<file path="src/rtl/core/checked_integer_power_top_assert.svh">
// Assertion macros for the checked integer power block.
// Used by the top level only; the clock and reset names are those of its ports.
`ifndef CHECKED_INTEGER_POWER_TOP_ASSERT_SVH
`define CHECKED_INTEGER_POWER_TOP_ASSERT_SVH

// Holds at every clock edge outside reset.
`define CIP_ASSERT_ALWAYS(lbl, expr, msg) \
    lbl: assert property (@(posedge i_clk) disable iff (!i_rst_n) (expr)) else $error(msg);

// The antecedent in one cycle implies the consequent in the same cycle.
`define CIP_ASSERT_SAME(lbl, ante, cons, msg) \
    lbl: assert property (@(posedge i_clk) disable iff (!i_rst_n) (ante) |-> (cons)) \
        else $error(msg);

// The antecedent in one cycle implies the consequent in the next cycle.
`define CIP_ASSERT_NEXT(lbl, ante, cons, msg) \
    lbl: assert property (@(posedge i_clk) disable iff (!i_rst_n) (ante) |=> (cons)) \
        else $error(msg);

`endif

</file>
<file path="src/rtl/core/cip_pkg.sv">
// Shared types and constants of the checked integer power block.
// Depends on nothing; every other file of the block but the assertion header uses it.
package cip_pkg;

    localparam int DATA_W     = 64;
    localparam int EXP_W      = 64;
    localparam int STATUS_W   = 2;
    localparam int WIDTH_DEF  = 64;
    localparam int MUL_DIGITS = 4;

    typedef enum logic [STATUS_W-1:0] {
        ST_OK        = 2'd0,
        ST_NEG_EXP   = 2'd1,
        ST_ZERO_ZERO = 2'd2,
        ST_OVERFLOW  = 2'd3
    } t_status;

    typedef enum logic [4:0] {
        S_IDLE = 5'b00001,
        S_CHK  = 5'b00010,
        S_MUL  = 5'b00100,
        S_SQR  = 5'b01000,
        S_DONE = 5'b10000
    } t_ctl_state;

    // Status of the sequencer as seen by the top level.
    typedef struct packed {
        logic idle;
        logic done;
        logic over;
        logic neg;
    } t_ctl_res;

endpackage

</file>
<file path="src/rtl/core/cip_if.sv">
// Valid/ready channel interfaces for the operands and the result.
// Depends on cip_pkg for the payload widths.
interface cip_in_if;
    logic                               valid;
    logic                               ready;
    logic signed [cip_pkg::DATA_W-1:0]  base_value;
    logic signed [cip_pkg::EXP_W-1:0]   exponent;

    modport source (output valid, output base_value, output exponent, input ready);
    modport sink   (input valid, input base_value, input exponent, output ready);
endinterface

interface cip_out_if;
    logic                               valid;
    logic                               ready;
    logic signed [cip_pkg::DATA_W-1:0]  power_value;
    logic        [cip_pkg::STATUS_W-1:0] status;

    modport source (output valid, output power_value, output status, input ready);
    modport sink   (input valid, input power_value, input status, output ready);
endinterface

</file>
<file path="src/rtl/core/checked_integer_power_top.sv">
// Top level of the checked integer power block: operand checks, sequencer and result register.
// Depends on cip_pkg, cip_if, cip_ctrl and checked_integer_power_top_assert.svh.
//
// The block raises a signed base to a signed exponent and returns the exact power with a
// status code: ok, negative exponent, zero to zero, or overflow (the value is then zero).
// Only the low WIDTH bits of the base are used, and the power is sign-extended from WIDTH
// bits; the most negative WIDTH-bit value is a legal result. Items are handled one at a
// time. A negative exponent or zero to zero gives its result in the cycle after the input
// transfer. Otherwise the work is square-and-multiply on one shared digit-serial
// multiplier, which needs four passes for each product; an item forms at most 2n - 1
// products, where n is the bit length of the exponent, and overflow ends the loop
// early. Input ready stays low while an item is in work or while an earlier result waits
// in the output register and is not being taken.

`include "checked_integer_power_top_assert.svh"

module checked_integer_power_top #(
    parameter int WIDTH = cip_pkg::WIDTH_DEF
) (
    input  logic      i_clk,
    input  logic      i_rst_n,
    cip_in_if.sink    i_in,
    cip_out_if.source o_out
);

    localparam int DW = cip_pkg::DATA_W;

    logic                    r_out_valid, n_out_valid;
    logic signed [DW-1:0]    r_out_val, n_out_val;
    cip_pkg::t_status        r_out_status, n_out_status;

    logic                    w_out_free;
    logic                    w_accept;
    logic [WIDTH-1:0]        w_b;
    logic                    w_neg_exp;
    logic                    w_zero_zero;
    logic [WIDTH-1:0]        w_mag;
    logic                    w_rneg;
    logic                    w_start;
    cip_pkg::t_ctl_res       w_res;
    logic [WIDTH-1:0]        w_acc;
    logic [WIDTH-1:0]        w_val;

    // The output register is free when empty or when its result is taken in this cycle.
    assign w_out_free = !r_out_valid || o_out.ready;
    assign i_in.ready = w_res.idle && w_out_free;
    assign w_accept   = i_in.valid && i_in.ready;

    // Operand classification. The negative exponent check comes before the zero check.
    assign w_b         = i_in.base_value[WIDTH-1:0];
    assign w_neg_exp   = i_in.exponent[cip_pkg::EXP_W-1];
    assign w_zero_zero = (w_b == '0) && (i_in.exponent == '0);
    // The magnitude of the most negative base is 2^(WIDTH-1), still exact as unsigned.
    assign w_mag       = w_b[WIDTH-1] ? (~w_b + WIDTH'(1)) : w_b;
    assign w_rneg      = w_b[WIDTH-1] && i_in.exponent[0];
    assign w_start     = w_accept && !w_neg_exp && !w_zero_zero;

    cip_ctrl #(.WIDTH(WIDTH)) u_ctrl (
        .i_clk   (i_clk),
        .i_rst_n (i_rst_n),
        .i_start (w_start),
        .i_mag   (w_mag),
        .i_exp   (i_in.exponent[cip_pkg::EXP_W-2:0]),
        .i_neg   (w_rneg),
        .i_take  (w_out_free),
        .o_res   (w_res),
        .o_acc   (w_acc)
    );

    assign w_val = w_res.neg ? (~w_acc + WIDTH'(1)) : w_acc;

    // Results come either straight from the operand checks or from the finished sequencer;
    // the two never compete because input ready requires an idle sequencer.
    always_comb begin
        n_out_valid  = r_out_valid;
        n_out_val    = r_out_val;
        n_out_status = r_out_status;
        if (o_out.ready) begin
            n_out_valid = 1'b0;
        end
        if (w_accept && w_neg_exp) begin
            n_out_valid  = 1'b1;
            n_out_val    = '0;
            n_out_status = cip_pkg::ST_NEG_EXP;
        end else if (w_accept && w_zero_zero) begin
            n_out_valid  = 1'b1;
            n_out_val    = '0;
            n_out_status = cip_pkg::ST_ZERO_ZERO;
        end else if (w_res.done && w_out_free) begin
            n_out_valid = 1'b1;
            if (w_res.over) begin
                n_out_val    = '0;
                n_out_status = cip_pkg::ST_OVERFLOW;
            end else begin
                n_out_val    = DW'($signed(w_val));
                n_out_status = cip_pkg::ST_OK;
            end
        end
    end

    always_ff @(posedge i_clk) begin
        if (!i_rst_n) begin
            r_out_valid <= 1'b0;
        end else begin
            r_out_valid <= n_out_valid;
        end
    end

    always_ff @(posedge i_clk) begin
        r_out_val    <= n_out_val;
        r_out_status <= n_out_status;
    end

    assign o_out.valid       = r_out_valid;
    assign o_out.power_value = r_out_val;
    assign o_out.status      = r_out_status;

    // An input transfer never lands on a result that is still waiting.
    `CIP_ASSERT_SAME(a_no_clobber, w_accept, w_out_free, "input taken while result pending")

    // A negative exponent is answered in the next cycle with its own status.
    `CIP_ASSERT_NEXT(a_neg_exp_fast, w_accept && w_neg_exp,
        o_out.valid && (o_out.status == cip_pkg::ST_NEG_EXP), "negative exponent not reported")

    // A started power computation keeps the input closed in the following cycle.
    `CIP_ASSERT_NEXT(a_busy_closed, w_start, !i_in.ready, "input open while sequencer busy")

    // Every status other than ok carries a zero power.
    `CIP_ASSERT_ALWAYS(a_err_zero,
        !o_out.valid || (o_out.status == cip_pkg::ST_OK) || (o_out.power_value == '0),
        "error result with nonzero power")

endmodule

</file>
<file path="src/rtl/core/cip_mul.sv">
// Digit-serial unsigned multiplier shared by every step of the power loop.
// Depends on cip_pkg for the digit count.
module cip_mul #(
    parameter int WIDTH = cip_pkg::WIDTH_DEF
) (
    input  logic               i_clk,
    input  logic               i_rst_n,
    input  logic               i_start,
    input  logic [WIDTH-1:0]   i_a,
    input  logic [WIDTH-1:0]   i_b,
    output logic               o_done,
    output logic [2*WIDTH-1:0] o_prod
);

    localparam int K  = (WIDTH + cip_pkg::MUL_DIGITS - 1) / cip_pkg::MUL_DIGITS;
    localparam int BW = cip_pkg::MUL_DIGITS * K;
    localparam int PW = WIDTH + BW;
    localparam int CW = $clog2(cip_pkg::MUL_DIGITS);

    logic          r_busy;
    logic          r_done;
    logic [CW-1:0] r_cnt;
    logic [WIDTH-1:0] r_a;
    logic [BW-1:0]    r_b;
    logic [PW-1:0]    r_p;

    logic [WIDTH+K-1:0] w_pp;
    logic [WIDTH+K-1:0] w_sum;

    // One digit of b per cycle; the partial sum shifts right by a digit each pass.
    assign w_pp  = (WIDTH+K)'(r_a) * (WIDTH+K)'(r_b[K-1:0]);
    assign w_sum = w_pp + (WIDTH+K)'(r_p[PW-1 -: WIDTH]);

    always_ff @(posedge i_clk) begin
        if (!i_rst_n) begin
            r_busy <= 1'b0;
            r_done <= 1'b0;
            r_cnt  <= '0;
        end else begin
            r_done <= 1'b0;
            if (i_start) begin
                r_busy <= 1'b1;
                r_cnt  <= '0;
            end else if (r_busy) begin
                r_cnt <= r_cnt + CW'(1);
                if (r_cnt == CW'(cip_pkg::MUL_DIGITS - 1)) begin
                    r_busy <= 1'b0;
                    r_done <= 1'b1;
                end
            end
        end
    end

    always_ff @(posedge i_clk) begin
        if (i_start) begin
            r_a <= i_a;
            r_b <= BW'(i_b);
            r_p <= '0;
        end else if (r_busy) begin
            r_p <= {w_sum, r_p[BW-1:K]};
            r_b <= r_b >> K;
        end
    end

    assign o_done = r_done;
    assign o_prod = r_p[2*WIDTH-1:0];

endmodule

</file>
<file path="src/rtl/core/cip_ctrl.sv">
// Square-and-multiply sequencer with overflow tracking.
// Depends on cip_pkg and instantiates cip_mul.
module cip_ctrl #(
    parameter int WIDTH = cip_pkg::WIDTH_DEF
) (
    input  logic                      i_clk,
    input  logic                      i_rst_n,
    input  logic                      i_start,
    input  logic [WIDTH-1:0]          i_mag,
    input  logic [cip_pkg::EXP_W-2:0] i_exp,
    input  logic                      i_neg,
    input  logic                      i_take,
    output cip_pkg::t_ctl_res         o_res,
    output logic [WIDTH-1:0]          o_acc
);

    localparam int EW = cip_pkg::EXP_W - 1;

    cip_pkg::t_ctl_state r_state, n_state;
    logic [EW-1:0]    r_e, n_e;
    logic [WIDTH-1:0] r_term, n_term;
    logic [WIDTH-1:0] r_acc, n_acc;
    logic             r_term_over, n_term_over;
    logic             r_over, n_over;
    logic             r_neg, n_neg;

    logic               w_mul_start;
    logic [WIDTH-1:0]   w_ma;
    logic [WIDTH-1:0]   w_mb;
    logic               w_mul_done;
    logic [2*WIDTH-1:0] w_prod;
    logic [WIDTH-1:0]   w_half;
    logic [WIDTH-1:0]   w_limit;
    logic               w_big;
    logic               w_sq_go;

    cip_mul #(.WIDTH(WIDTH)) u_mul (
        .i_clk   (i_clk),
        .i_rst_n (i_rst_n),
        .i_start (w_mul_start),
        .i_a     (w_ma),
        .i_b     (w_mb),
        .o_done  (w_mul_done),
        .o_prod  (w_prod)
    );

    // A negative result may reach one step further than a positive one.
    assign w_half  = WIDTH'(1) << (WIDTH - 1);
    assign w_limit = r_neg ? w_half : w_half - WIDTH'(1);
    assign w_big   = w_prod > (2*WIDTH)'(w_limit);
    // The square is needed only if another exponent bit follows and the term is in range.
    assign w_sq_go = (r_e[EW-1:1] != '0) && !r_term_over;

    always_comb begin
        n_state     = r_state;
        n_e         = r_e;
        n_term      = r_term;
        n_acc       = r_acc;
        n_term_over = r_term_over;
        n_over      = r_over;
        n_neg       = r_neg;
        w_mul_start = 1'b0;
        w_ma        = r_term;
        w_mb        = r_term;
        case (r_state)
            cip_pkg::S_IDLE: begin
                if (i_start) begin
                    n_term      = i_mag;
                    n_acc       = WIDTH'(1);
                    n_e         = i_exp;
                    n_term_over = 1'b0;
                    n_over      = 1'b0;
                    n_neg       = i_neg;
                    n_state     = cip_pkg::S_CHK;
                end
            end
            cip_pkg::S_CHK: begin
                if (r_e == '0) begin
                    n_state = cip_pkg::S_DONE;
                end else if (r_e[0]) begin
                    if (r_term_over) begin
                        n_over  = 1'b1;
                        n_state = cip_pkg::S_DONE;
                    end else begin
                        w_mul_start = 1'b1;
                        w_ma        = r_acc;
                        n_state     = cip_pkg::S_MUL;
                    end
                end else begin
                    n_e = r_e >> 1;
                    if (w_sq_go) begin
                        w_mul_start = 1'b1;
                        n_state     = cip_pkg::S_SQR;
                    end
                end
            end
            cip_pkg::S_MUL: begin
                if (w_mul_done) begin
                    if (w_big) begin
                        n_over  = 1'b1;
                        n_state = cip_pkg::S_DONE;
                    end else begin
                        n_acc = w_prod[WIDTH-1:0];
                        n_e   = r_e >> 1;
                        if (w_sq_go) begin
                            w_mul_start = 1'b1;
                            n_state     = cip_pkg::S_SQR;
                        end else begin
                            n_state = cip_pkg::S_CHK;
                        end
                    end
                end
            end
            cip_pkg::S_SQR: begin
                if (w_mul_done) begin
                    if (w_big) begin
                        n_term_over = 1'b1;
                    end else begin
                        n_term = w_prod[WIDTH-1:0];
                    end
                    n_state = cip_pkg::S_CHK;
                end
            end
            cip_pkg::S_DONE: begin
                if (i_take) begin
                    n_state = cip_pkg::S_IDLE;
                end
            end
            default: begin
                n_state = cip_pkg::S_IDLE;
            end
        endcase
    end

    always_ff @(posedge i_clk) begin
        if (!i_rst_n) begin
            r_state <= cip_pkg::S_IDLE;
        end else begin
            r_state <= n_state;
        end
    end

    always_ff @(posedge i_clk) begin
        r_e         <= n_e;
        r_term      <= n_term;
        r_acc       <= n_acc;
        r_term_over <= n_term_over;
        r_over      <= n_over;
        r_neg       <= n_neg;
    end

    assign o_res.idle = (r_state == cip_pkg::S_IDLE);
    assign o_res.done = (r_state == cip_pkg::S_DONE);
    assign o_res.over = r_over;
    assign o_res.neg  = r_neg;
    assign o_acc      = r_acc;

endmodule

</file>
<file path="src/flat_wrapper.sv">
// flat-port wrapper written by rule: the top's interface ports become plain ports
module checked_integer_power_top_flat 
#(
    parameter int WIDTH = cip_pkg::WIDTH_DEF
)
  (i_clk, i_rst_n, i_in_valid, i_in_base_value, i_in_exponent, i_in_ready, o_out_valid, o_out_power_value, o_out_status, o_out_ready);
  cip_in_if i_in_i ();
  cip_out_if o_out_i ();
  input  logic i_clk;
  input  logic i_rst_n;
  input wire logic [$bits(i_in_i.valid)-1:0] i_in_valid;
  input wire logic [$bits(i_in_i.base_value)-1:0] i_in_base_value;
  input wire logic [$bits(i_in_i.exponent)-1:0] i_in_exponent;
  output wire logic [$bits(i_in_i.ready)-1:0] i_in_ready;
  output wire logic [$bits(o_out_i.valid)-1:0] o_out_valid;
  output wire logic [$bits(o_out_i.power_value)-1:0] o_out_power_value;
  output wire logic [$bits(o_out_i.status)-1:0] o_out_status;
  input wire logic [$bits(o_out_i.ready)-1:0] o_out_ready;
  assign i_in_i.valid = i_in_valid;
  assign i_in_i.base_value = i_in_base_value;
  assign i_in_i.exponent = i_in_exponent;
  assign i_in_ready = i_in_i.ready;
  assign o_out_valid = o_out_i.valid;
  assign o_out_power_value = o_out_i.power_value;
  assign o_out_status = o_out_i.status;
  assign o_out_i.ready = o_out_ready;
  checked_integer_power_top #(.WIDTH(WIDTH)) u_core (.i_clk(i_clk), .i_rst_n(i_rst_n), .i_in(i_in_i), .o_out(o_out_i));
endmodule
</file>
<file path="config.mk">
export PLATFORM = sky130hd
export DESIGN_NAME = checked_integer_power_top_flat
export DESIGN_NICKNAME = d
export VERILOG_FILES = /design/src/rtl/core/cip_pkg.sv /design/src/rtl/core/cip_if.sv /design/src/rtl/core/checked_integer_power_top.sv /design/src/rtl/core/cip_mul.sv /design/src/rtl/core/cip_ctrl.sv /design/src/flat_wrapper.sv
export VERILOG_INCLUDE_DIRS = /design/src /design/src/rtl/core
export SDC_FILE = /design/constraint.sdc
export NUM_CORES = 2
export LEC_CHECK = 0
export BUFFER_PORTS_ARGS = -buffer_cell sky130_fd_sc_hd__buf_2
export CAP_MARGIN = 5
export CORE_MARGIN = 8
export CORE_UTILIZATION = 59
export CTS_CLUSTER_SIZE = 14
export DETAILED_ROUTE_END_ITERATION = 10
export GPL_ROUTABILITY_DRIVEN = 0
export HOLD_SLACK_MARGIN = 0.08
export PLACE_DENSITY = 0.83
export SYNTH_ARGS = -nofsm -noshare
export SYNTH_HDL_FRONTEND = slang
export SYNTH_HIERARCHICAL = 1
export SYNTH_SLANG_ARGS = --single-unit
</file>
<file path="constraint.sdc">
create_clock -name i_clk -period 10.3 [get_ports i_clk]
set_input_delay 2.575 -clock i_clk [delete_from_list [all_inputs] [get_ports i_clk]]
set_output_delay 2.575 -clock i_clk [all_outputs]
set_load 0.1 [all_outputs]
</file>
==> reports/metrics.json <==
{
  "status": {"value": "completed"},
  "die-area": {"value": 0.111, "unit": "sq mm"},
  "seq_area_frac_synth": {"value": 23.2, "unit": "%"},
  "i_o_buffers": {"value": 199},
  "layout-drive-gt1-share": {"value": 7.92, "unit": "%"},
  "placement_rows": {"value": 116},
  "cts_tree": {"value": "built"},
  "drt-initial-drc-count": {"value": 5137},
  "count_of_flip_flops_with_a_built_in_enable_after_synthesis": {"value": 322},
  "r2r_start": {"value": "u_core/u_ctrl/u_mul/r_b[5]"},
  "fin_ws": {"value": 2.11, "unit": "ns"},
  "layout_min_cycle_time": {"value": 8.19, "unit": "ns"},
  "syn-num-nets": {"value": 7599},
  "layout-area-overhead-vs-synth": {"value": 5.93, "unit": "%"},
  "wl_met2": {"value": 78400, "unit": "um"},
  "synthesis.instances": {"value": 6316},
  "startpoint_type": {"value": "register"},
  "h-tree-depth": {"value": 2},
  "mappedNetlistArea": {"value": 0.0592, "unit": "sq mm"},
  "slew_violations": {"value": 0},
  "slew_headroom": {"value": 6.44, "unit": "%"},
  "number_of_global_route_vias_before_repair": {"value": 49138},
  "floorplan.initialDensity": {"value": 59.4, "unit": "%"},
  "timing.clock.skew": {"value": 0.0760, "unit": "ns"},
  "clk_pin_slew_worst_paths": {"value": 0.07, "unit": "ns"},
  "critPathMaxStageDelay": {"value": 1.26, "unit": "ns"},
  "die-height": {"value": 333, "unit": "um"},
  "worst_path_required_time": {"value": 10.80, "unit": "ns"},
  "holdPathEnd": {"value": "u_core/o_out.power_value[11]"},
  "critPathArrivalTime": {"value": 8.69, "unit": "ns"},
  "dr_wl_met3": {"value": 20100, "unit": "um"},
  "route.final.wire_length": {"value": 172000, "unit": "um"},
  "hold_viol_final": {"value": 0},
  "yosys_register_bits": {"value": 526},
  "layout_filler_cell_count": {"value": 7580},
  "dp_hpwl": {"value": 130000, "unit": "um"},
  "min-delay-path-class": {"value": "register to register"},
  "hold_buf_count_cts": {"value": 0},
  "timing.reg2reg.worst_path_depth": {"value": 23},
  "post_placement_worst_setup_slack": {"value": 2.30, "unit": "ns"},
  "detailroute.via_count": {"value": 46651},
  "dpl.cell_count": {"value": 7516},
  "crit_path_end_kind": {"value": "register"},
  "fin_crit_sh": {"value": 79.5, "unit": "%"},
  "drc_errors": {"value": 0},
  "cts_buffers": {"value": 52},
  "route.layer.met1.wl": {"value": 60800, "unit": "um"},
  "cp.buffers_inverters": {"value": 5},
  "antenna_found_initial": {"value": 9},
  "worst_path_max_delay_cell": {"value": "edfxtp_1"},
  "cts_sinks": {"value": 526},
  "die_w": {"value": 333, "unit": "um"},
  "cts_setup_buffers": {"value": 0},
  "worstPathCellList": {"value": "buf_4 > and2_1 > fa_1 > inv_1 > fa_1 > fa_1 > inv_1 > fa_1 > fa_1 > inv_1 > fa_1 > inv_1 > ha_1 > a21oi_1 > o21ba_2 > nor2_1 > a211oi_2 > o31ai_4 > a21oi_2 > o21ai_1 > a221oi_1 > xor2_1 > o22ai_1"},
  "dr_top_layer": {"value": "met5"},
  "critical-path-top-cell-by-count": {"value": "fa_1"},
  "wire_length_of_the_first_global_routing_pass": {"value": 272000, "unit": "um"},
  "asyncSetResetFlopFracSynth": {"value": 0, "unit": "%"},
  "detailed_routing_iterations_pass_1": {"value": 8},
  "pin_count": {"value": 200},
  "grt_overflow": {"value": 0},
  "fin_area": {"value": 0.0627, "unit": "sq mm"},
  "nets": {"value": 7556},
  "placed_area": {"value": 0.0609, "unit": "sq mm"},
  "critPathMaxFanout": {"value": 36},
  "crit_family": {"value": "adder cells"},
  "design.core.area": {"value": 0.0997, "unit": "sq mm"},
  "cts_repair_resize_count": {"value": 0},
  "ys.flop_type": {"value": "edfxtp_1"},
  "routed_wire_length_per_instance": {"value": 22.5, "unit": "um"},
  "cell_at_the_root_of_the_clock_tree": {"value": "clkbuf_16"},
  "pin_count_of_the_biggest_net_entering_global_routing": {"value": 83},
  "grt.total_usage": {"value": 30.8, "unit": "%"},
  "route.detailed.vias_per_inst": {"value": 6.12},
  "area.sequential": {"value": 0.0138, "unit": "sq mm"},
  "synthDistinctLibCells": {"value": 93},
  "critPathKind": {"value": "register to register"},
  "synth_area_per_cell": {"value": 9.37, "unit": "sq um"},
  "ff2ff_setup_slack": {"value": 2.11, "unit": "ns"},
  "fmax": {"value": 122, "unit": "MHz"},
  "rsz_0062_raised_after_global_routing": {"value": "no"},
  "hold_path_startpoint": {"value": "u_core/o_out.power_value[11]"},
  "final-instance-count-excl-fill": {"value": 7617},
  "drv_cap": {"value": 0},
  "setup_viol": {"value": 0},
  "worst-slew-pin-transition": {"value": 1.40, "unit": "ns"},
  "clkLatencyLatePin": {"value": 0.67, "unit": "ns"},
  "hold_depth": {"value": 2},
  "tns": {"value": 0, "unit": "ns"},
  "ctsLongestPathBuffers": {"value": 3},
  "r2r-end": {"value": "u_core/u_ctrl/u_mul/o_prod[125]"},
  "drt.antenna.violating_nets": {"value": 0},
  "ys_warn_count": {"value": 6},
  "multi_input_area": {"value": 0.0399, "unit": "sq mm"}
}
-- cells in the mapped netlist (19+ instances only) --
library cell	count	area, sq um
a21o_1	31	233
a21oi_1	153	766
a22o_1	61	534
a22oi_1	39	293
a31oi_1	19	119
and2_1	459	2870
clkbuf_1	311	1170
dfxtp_1	204	4080
edfxtp_1	322	9670
fa_1	930	18600
ha_1	221	2770
inv_1	1154	4330
mux2_2	116	1310
mux2i_1	89	891
nand2_1	1006	3780
nand3_1	52	260
nand4_1	71	444
nor2_1	236	886
nor3_1	63	315
nor4_1	73	457
o21ai_0	96	480
o21bai_1	19	143
o22ai_1	32	200
o31ai_1	36	270
o41ai_1	30	263
or3_1	38	238
or4_1	22	165
xnor2_1	133	1160
xor2_1	37	324
-- metrics by stage --
| step | hold slack [ns] | util, % |
|---|---|---|
| floorplan | 0.455 | - |
| global placement | 0.439 | 61.1 |
| detailed placement | 0.448 | 61.1 |
| CTS | 0.457 | 62.9 |
| global route | 0.483 | 62.9 |
| finish | 0.459 | 62.9 |
-- per-layer routing --
| metal | global-route usage [%] | vias up |
|---|---|---|
| met1 | 38.1 | 22880 |
| met4 | 17.8 | 4 |
| met2 | 49.3 | 3106 |
| li1 | - | 19929 |
| met3 | 7.53 | 732 |
| met5 | 0 | - |
-- worst max-delay path by stage --
stage / depth (start not counted) / startpoint / end
floorplan: 7 / o_out_ready / u_core/u_ctrl/o_acc[0]
global placement: 23 / u_core/u_ctrl/u_mul/r_b[5] / u_core/u_ctrl/u_mul/o_prod[127]
detailed placement: 23 / u_core/u_ctrl/u_mul/r_b[5] / u_core/u_ctrl/u_mul/o_prod[125]
CTS: 23 / u_core/u_ctrl/u_mul/r_b[5] / u_core/u_ctrl/u_mul/o_prod[125]
global route: 24 / u_core/u_ctrl/u_mul/r_b[3] / u_core/u_ctrl/u_mul/o_prod[127]
finish: 23 / u_core/u_ctrl/u_mul/r_b[5] / u_core/u_ctrl/u_mul/o_prod[125]
-- layout make-up --
type                            count  share of cell area [%]
Antenna cell                        4                  0.0160
Inverter                         1155                    6.92
Clock inverter                     24                   0.459
Timing Repair Buffer              247                    2.17
Multi-Input combinational cell   4291                    63.6
Sequential cell                   526                    21.9
Clock buffer                       72                    2.33
Tap cell                         1298                    2.59
-- placed cells by master (no fill, tap or decap), drive strengths merged, types with 101 or more instances in the layout --
cell / Yosys / final
nand2: 1007 / 1007
a21oi: 156 / 156
ha: 221 / 221
xnor2: 133 / 133
inv: 1155 / 1160
mux2: 116 / 116
fa: 930 / 930
o21ai: 101 / 101
nor2: 237 / 237
dfxtp: 204 / 204
and2: 459 / 459
edfxtp: 322 / 322
buf: 33 / 247
-- flip-flops by register name, summed over array words and instances (netlist names), 5 cells and up --
signal and count:
u_core/o_out.power_value 64, u_core/u_ctrl/o_acc 64, u_core/u_ctrl/r_e 63, u_core/u_ctrl/r_state 5, u_core/u_ctrl/r_term 64, u_core/u_ctrl/u_mul/o_prod 128
u_core/u_ctrl/u_mul/r_a 64, u_core/u_ctrl/u_mul/r_b 64
-- tightest hold or removal path: cells and delay by family (launching register included) --
| family | cells | cell delay [ns] |
|---|---|---|
| simple gates | 1 | 0.05 |
| flops | 1 | 0.31 |
| compound gates | 1 | 0.05 |
-- cells by family (layout without fill, tap and decap cells) --
kind of cell / count (synthesis) / after routing / synth area share, %
xor gates and xnor gates: 170 / 170 / 2.52
AOI/OAI and AO/OA: 641 / 641 / 7.48
muxes: 205 / 205 / 3.71
and+or+nand+nor: 2124 / 2124 / 17.3
DFF: 526 / 526 / 23.2
adders and majority gates: 1151 / 1151 / 36.1
buffers and inverters: 1499 / 1498 / 9.59
other: 0 / 4 / 0
Power is left out: the tool's default activity adds up to more than one toggle a clock period on the data nets, which glitch-free logic cannot reach.
